[src/rtl/core/bcdnr_pkg.sv]
// Shared constants, step tables and helper functions of the binary to BCD converter.
package bcdnr_pkg;

  localparam int unsigned ADDER_WIDTH = 32;
  localparam int unsigned STEPS       = 20;
  localparam int unsigned NUMBER_W    = 17;
  localparam int unsigned DIGIT_BITS  = 19;  // 3 + 4 * 4 weight bits
  localparam logic [NUMBER_W-1:0] RANGE_LIMIT = 17'd79999;

  // Per-step addend, 32-bit two's complement words
  localparam logic [31:0] ADD_TABLE [STEPS] = '{
    32'hFFFF63C0, 32'h00004E20, 32'h00002710, 32'h000007D0, 32'h00000FA0,
    32'h000007D0, 32'h000003E8, 32'h000000C8, 32'h00000190, 32'h000000C8,
    32'h00000064, 32'h00000014, 32'h00000028, 32'h00000014, 32'h0000000A,
    32'h00000002, 32'h00000004, 32'h00000002, 32'h00000001, 32'h00000001
  };

  // Per-step mask of carry-word bits that are cleared before the XOR
  localparam logic [31:0] KEEP_TABLE [STEPS] = '{
    32'hFFFFFF80, 32'h00000000, 32'h00000000, 32'h00001890, 32'h00000000,
    32'h00000000, 32'h00000000, 32'h000003E8, 32'h00000000, 32'h00000000,
    32'h00000000, 32'h00000044, 32'h00000000, 32'h00000000, 32'h00000000,
    32'h0000000A, 32'h00000000, 32'h00000000, 32'h00000000, 32'h00000001
  };

  // Side information that travels with the accumulator
  typedef struct packed {
    logic                  carry;   // carry word is all ones
    logic                  oor;     // input above range limit
    logic [DIGIT_BITS-1:0] digits;  // top digit in the high bits
  } side_t;

  // Sign-extend a table word to 64 bits; callers truncate to the adder width
  function automatic logic [63:0] widen(input logic [31:0] word);
    widen = {{32{word[31]}}, word};
  endfunction

  // Weight bit that a carry out sets at a given step; last step sets none
  function automatic logic [DIGIT_BITS-1:0] digit_mask(input int unsigned step);
    logic [DIGIT_BITS-1:0] m;
    m = '0;
    if (step < STEPS - 1) begin
      m = {{(DIGIT_BITS-1){1'b0}}, 1'b1} << (DIGIT_BITS - 1 - step);
    end
    digit_mask = m;
  endfunction

endpackage

[src/rtl/core/bcdnr_stage.sv]
// One pipeline stage: a single add-and-decide step with its holding register.
module bcdnr_stage #(
  parameter int unsigned ADDER_WIDTH = bcdnr_pkg::ADDER_WIDTH,
  parameter int unsigned STEP        = 0
) (
  input  logic                   clk_i,
  input  logic                   rst_ni,
  input  logic                   vld_i,
  output logic                   rdy_o,
  input  logic [ADDER_WIDTH-1:0] acc_i,
  input  bcdnr_pkg::side_t       side_i,
  output logic                   vld_o,
  input  logic                   rdy_i,
  output logic [ADDER_WIDTH-1:0] acc_o,
  output bcdnr_pkg::side_t       side_o
);

  localparam logic [ADDER_WIDTH-1:0] ADD_C =
    ADDER_WIDTH'(bcdnr_pkg::widen(bcdnr_pkg::ADD_TABLE[STEP]));
  localparam logic [ADDER_WIDTH-1:0] KEEP_C =
    ADDER_WIDTH'(bcdnr_pkg::widen(bcdnr_pkg::KEEP_TABLE[STEP]));
  localparam logic [ADDER_WIDTH-1:0] CARRY_ADD_C = ~KEEP_C ^ ADD_C;
  localparam logic [bcdnr_pkg::DIGIT_BITS-1:0] DIGIT_C = bcdnr_pkg::digit_mask(STEP);

  logic                   vld_q, vld_d;
  logic [ADDER_WIDTH-1:0] acc_q, acc_d;
  bcdnr_pkg::side_t       side_q, side_d;
  logic [ADDER_WIDTH-1:0] addend;
  logic [ADDER_WIDTH:0]   sum;
  logic                   cout;
  logic                   load;

  // Take a new word when empty or when the next stage drains this one
  assign rdy_o = ~vld_q | rdy_i;
  assign load  = vld_i & rdy_o;

  // Add the step constant; a carry out wraps around and sets the step's weight bit, if it has one
  always_comb begin
    addend = side_i.carry ? CARRY_ADD_C : ADD_C;
    sum    = {1'b0, acc_i} + {1'b0, addend};
    cout   = sum[ADDER_WIDTH];
    acc_d  = cout ? (sum[ADDER_WIDTH-1:0] + ADDER_WIDTH'(1)) : sum[ADDER_WIDTH-1:0];
    side_d        = side_i;
    side_d.carry  = cout;
    side_d.digits = cout ? (side_i.digits | DIGIT_C) : side_i.digits;
  end

  assign vld_d = rdy_o ? vld_i : vld_q;

  always_ff @(posedge clk_i or negedge rst_ni) begin
    if (!rst_ni) begin
      vld_q <= 1'b0;
    end else begin
      vld_q <= vld_d;
    end
  end

  // Hold payload while stalled
  always_ff @(posedge clk_i) begin
    if (load) begin
      acc_q  <= acc_d;
      side_q <= side_d;
    end
  end

  assign vld_o  = vld_q;
  assign acc_o  = acc_q;
  assign side_o = side_q;

endmodule

[src/rtl/core/binary_to_bcd_nonrestoring_top.sv]
// Top level of the pipelined non-restoring binary to BCD converter.
// Converts a 17-bit unsigned number into five decimal digits (the top digit
// has weights 4,2,1 only) and flags inputs above 79999, whose digits then carry
// no decimal meaning. Each of the twenty conversion steps is one register
// stage holding one add with end-around carry, so a word passes through every
// stage register in turn before it shows up on the output, and a new word can
// enter every cycle while the output is not stalled. Each stage accepts whenever
// it is empty or draining, so bubbles close up while the output is stalled and
// nothing is lost or repeated.
module binary_to_bcd_nonrestoring_top #(
  parameter int unsigned ADDER_WIDTH = bcdnr_pkg::ADDER_WIDTH
) (
  input  logic        clk_i,
  input  logic        rst_ni,
  input  logic        s_axis_tvalid,
  output logic        s_axis_tready,
  input  logic [23:0] s_axis_tdata,   // number[16:0], zero fill
  output logic        m_axis_tvalid,
  input  logic        m_axis_tready,
  output logic [23:0] m_axis_tdata    // digit_ten_thousands[2:0], digit_thousands[6:3],
                                      // digit_hundreds[10:7], digit_tens[14:11],
                                      // digit_ones[18:15], out_of_range[19], zero fill
);

  localparam int unsigned STEPS = bcdnr_pkg::STEPS;
  localparam int unsigned NW    = bcdnr_pkg::NUMBER_W;

  logic                   vld_w  [STEPS+1];
  logic                   rdy_w  [STEPS+1];
  logic [ADDER_WIDTH-1:0] acc_w  [STEPS+1];
  bcdnr_pkg::side_t       side_w [STEPS+1];
  logic [NW-1:0]          number;

  // Seed the first stage: accumulator starts at the number, carry word clear
  assign number               = s_axis_tdata[NW-1:0];
  assign vld_w[0]             = s_axis_tvalid;
  assign s_axis_tready        = rdy_w[0];
  assign acc_w[0]             = {{(ADDER_WIDTH-NW){1'b0}}, number};
  assign side_w[0].carry      = 1'b0;
  assign side_w[0].oor        = number > bcdnr_pkg::RANGE_LIMIT;
  assign side_w[0].digits     = '0;

  // Twenty step stages in a chain
  for (genvar k = 0; k < STEPS; k++) begin : g_stage
    bcdnr_stage #(
      .ADDER_WIDTH (ADDER_WIDTH),
      .STEP        (k)
    ) u_stage (
      .clk_i  (clk_i),
      .rst_ni (rst_ni),
      .vld_i  (vld_w[k]),
      .rdy_o  (rdy_w[k]),
      .acc_i  (acc_w[k]),
      .side_i (side_w[k]),
      .vld_o  (vld_w[k+1]),
      .rdy_i  (rdy_w[k+1]),
      .acc_o  (acc_w[k+1]),
      .side_o (side_w[k+1])
    );
  end

  // Drive the output word from the last stage
  assign rdy_w[STEPS]  = m_axis_tready;
  assign m_axis_tvalid = vld_w[STEPS];
  assign m_axis_tdata  = {4'b0000,
                          side_w[STEPS].oor,
                          side_w[STEPS].digits[3:0],
                          side_w[STEPS].digits[7:4],
                          side_w[STEPS].digits[11:8],
                          side_w[STEPS].digits[15:12],
                          side_w[STEPS].digits[18:16]};

endmodule
[config.mk]
export PLATFORM = sky130hd
export DESIGN_NAME = binary_to_bcd_nonrestoring_top
export DESIGN_NICKNAME = d
export VERILOG_FILES = /design/src/rtl/core/bcdnr_pkg.sv /design/src/rtl/core/bcdnr_stage.sv /design/src/rtl/core/binary_to_bcd_nonrestoring_top.sv
export SDC_FILE = /design/constraint.sdc
export NUM_CORES = 2
export LEC_CHECK = 0
export ABC_AREA = 1
export BUFFER_PORTS_ARGS = -buffer_cell sky130_fd_sc_hd__clkbuf_2
export CELL_PAD_IN_SITES_DETAIL_PLACEMENT = 0
export CELL_PAD_IN_SITES_GLOBAL_PLACEMENT = 1
export CORE_MARGIN = 2
export CORE_UTILIZATION = 42
export CTS_CLUSTER_SIZE = 40
export DETAILED_ROUTE_END_ITERATION = 10
export GPL_TIMING_DRIVEN = 0
export PLACE_DENSITY_LB_ADDON = 0.1
export SETUP_SLACK_MARGIN = 0.4
export SLEW_MARGIN = 0
export SYNTH_ARGS = -nofsm -noshare
export SYNTH_HDL_FRONTEND = slang
export SYNTH_SLANG_ARGS = --single-unit
[constraint.sdc]
create_clock -name clk_i -period 8 [get_ports clk_i]
set_input_delay 0 -clock clk_i [delete_from_list [all_inputs] [get_ports clk_i]]
set_output_delay 0 -clock clk_i [all_outputs]
set_load 0.005 [all_outputs]
==> summary.txt <==
GRT Residual Overflow: 0
Mapped Cells: 13.8k
drt pass-1 iters: 6
Die Wd: 458 um
largest net degree at the start of global routing: 46
DR WL/cell: 14.9 um
Synth Register Bits: 842
max_slew headroom: 21.3%
Final period util: 65.1%
Hold Buf Count CTS: 36
Iteration-0 DRC Markers: 5964
DRT antenna net count: 0
Min-Delay Path Class: in -> reg
TritonCTS Buffers: 99
Area Growth Syn to Fin: 8.92%
H-tree depth: 3
critical path launch point type: register
DRC Markers: 0
Max Cap Viol: 0
top_reg_cell synth: edfxtp_1
Post-synth EDFFs: 822
WHS Path Cells: 3
TritonCTS Sinks: 842
Critical Path End Type: register
Reg2Reg Depth: 14
post-CTS setup buffers: 0
Vias: 83.5k
initial antenna violation count: 5
wirelength, routed: 251000 um
DPL Wire Length: 212000 um
die height: 458 um
min-delay src: s_axis_tdata[0]
RSZ-0062 raised after global routing: false
Final Slew Violations: 0
worst skew pair latency: 0.78 ns
Worst-Margin Slew: 1.18 ns
min cycle time layout: 5.21 ns
Core ar.: 205000 um2
Avg Synthesized Cell Area: 6.27 um2
TritonCTS clock tree: done
Setup CP Type: reg -> reg
status: finished, final reports clean
Root Driver: clkbuf_16
post-route setup slack: 2.79 ns
Setup TNS Final: 0 ns
Max Buffers Root-to-Sink: 3
row cnt: 166
Final Hold Fails: 0
clk_skew: 0.0596 ns
port bufs: 42
Hold Path Sink: g_stage[0].u_stage.acc_o[0]$_DFFE_PP_
share of cells above drive strength 1: 3.92%
vias in the first global route: 77.8k
Critical R2R Capture: g_stage[10].u_stage.acc_o[1]$_DFFE_PP_
first-pass GRT wire length: 406000 um
Final Setup Violations: 0
Reg2Reg Setup Slack: 2.79 ns
die area: 210000 um2
most frequent cells in the layout: nand2_1 (5110), inv_1 (2661), nor2_1 (1428), nand3_1 (983), edfxtp_1 (822)
Worst R2R Start: g_stage[9].u_stage.side_o[20]$_DFFE_PP_
Fmax: 0.192 GHz
Antenna Cells: 0
clk slew on worst S/H paths: 0.06 ns
Critical Path RT: 8.44 ns
io pins: 54
commonest non-fill, non-tap cell in the layout: nand2_1
DR vias/cell: 4.97
dpl ws: 2.85 ns
Arrival @ worst endpoint: 5.65 ns
post-synth cell types: 61
Async S/R FF share, synth: 2.38%
Final Net Count: 14.7k
sequential area share after synthesis: 29.0%
synthesized cell area: 86700 um2
YS warnings: 0
All-Layer GR Usage: 23.6%
Initial Utilization: 42.3%
routability cong.: 0.920
CP Max Fanout: 30
cts repair resizes: 0
[final cells by class]
class / instances / area (um2)
tap: 2688 / 3360
inverter: 2703 / 10100
fill: 21858 / 111000
sequential: 842 / 25200
timing repair buffer: 92 / 856
buffer: 45 / 229
multi-input combinational: 10253 / 51200
clock inverter: 73 / 863
clock buffer: 114 / 2560
[sequential cells by signal, summed over array words and instances (netlist names)]
name	count
g_stage.u_stage.acc_o	576
g_stage.u_stage.side_o	246
g_stage.u_stage.vld_o	20
[cells in the mapped netlist, types with 18 or more instances]
cell      instances  area (um2)
a21oi_1         406        2030
inv_1          2670       10000
nand2_2          61         382
edfxtp_1        822       24700
o21ai_0         123         616
nand3_2          27         270
nand3_1         983        4920
nand4_1         464        2900
nand3b_1        101         758
dfrtp_1          20         500
xor2_1          274        2400
ha_1            584        7310
o21bai_1         33         248
nor2_1         1437        5390
and2_1           69         432
nor2_2           92         576
inv_2            33         124
nor3_1          189         946
xnor2_1         107         937
nor2_4           18         203
nand2_1        5110       19200
buf_2            21         105
[worst max-delay path by stage]
stage | cells after the start | slack (ns) | from | end
3_3_place_gp | 14 | 2.84 | g_stage[9].u_stage.side_o[20]$_DFFE_PP_ | g_stage[10].u_stage.acc_o[1]$_DFFE_PP_
2_1_floorplan | 9 | 4.47 | g_stage[19].u_stage.vld_o$_DFFE_PN0P_ | g_stage[7].u_stage.acc_o[0]$_DFFE_PP_
3_5_place_dp | 14 | 2.85 | g_stage[9].u_stage.side_o[20]$_DFFE_PP_ | g_stage[10].u_stage.acc_o[1]$_DFFE_PP_
4_1_cts | 14 | 2.82 | g_stage[9].u_stage.side_o[20]$_DFFE_PP_ | g_stage[10].u_stage.acc_o[1]$_DFFE_PP_
5_1_grt | 14 | 2.48 | g_stage[9].u_stage.side_o[20]$_DFFE_PP_ | g_stage[10].u_stage.acc_o[1]$_DFFE_PP_
6_report | 14 | 2.79 | g_stage[9].u_stage.side_o[20]$_DFFE_PP_ | g_stage[10].u_stage.acc_o[1]$_DFFE_PP_
[per-layer routing]
| layer | vias to the layer above | global-route usage [%] | share of wire (%) |
|---|---|---|---|
| met4 | 0 | 4.13 | 1.6 |
| met1 | 37629 | 34.3 | 51 |
| li1 | 44059 | - | - |
| met3 | 235 | 2.48 | 4.4 |
| met2 | 1618 | 38.1 | 43 |
| met5 | - | 0 | 0 |
[metrics by stage]
stage,util [%],instances,hold WS (ns),cell area [um2]
global placement,44.0,16573,0.0590,90300
CTS,46.1,16810,0.0406,94400
global route,46.1,16810,0.0912,94400
finish,46.1,16810,0.123,94400
detailed placement,44.2,16587,0.0806,90700
floorplan,-,13843,-0.296,86700
[cell families (layout without fill, tap and decap cells)]
group / count (synthesis) / after routing / share of synthesized area (%)
AO/OA/AOI/OAI: 641 / 641 / 3.98
XOR/XNOR: 390 / 390 / 4.03
adder cells (fa/ha/maj): 600 / 600 / 8.80
buffers and inverters: 2748 / 3027 / 12.0
flip-flops: 842 / 842 / 29.0
other: 1 / 4 / 0.00432
AND/OR/NAND/NOR: 8618 / 8618 / 42.2
[critical path: stages (launching register included)]
cell and delay (ns):
edfxtp_1 1.07, inv_1 0.32, ha_1 0.46, nand2_1 0.14, inv_1 0.07, nand2_1 0.07, nand2_1 0.09, nand2_1 0.10
nand3_1 0.16, nand2_1 0.12, nand2_1 0.08, a21oi_1 0.65, inv_1 0.33, buf_1 0.40, o21ai_0 0.81
Power is not shown: default switching activity piles up to over one toggle a cycle in this logic, so the estimate is an artifact.
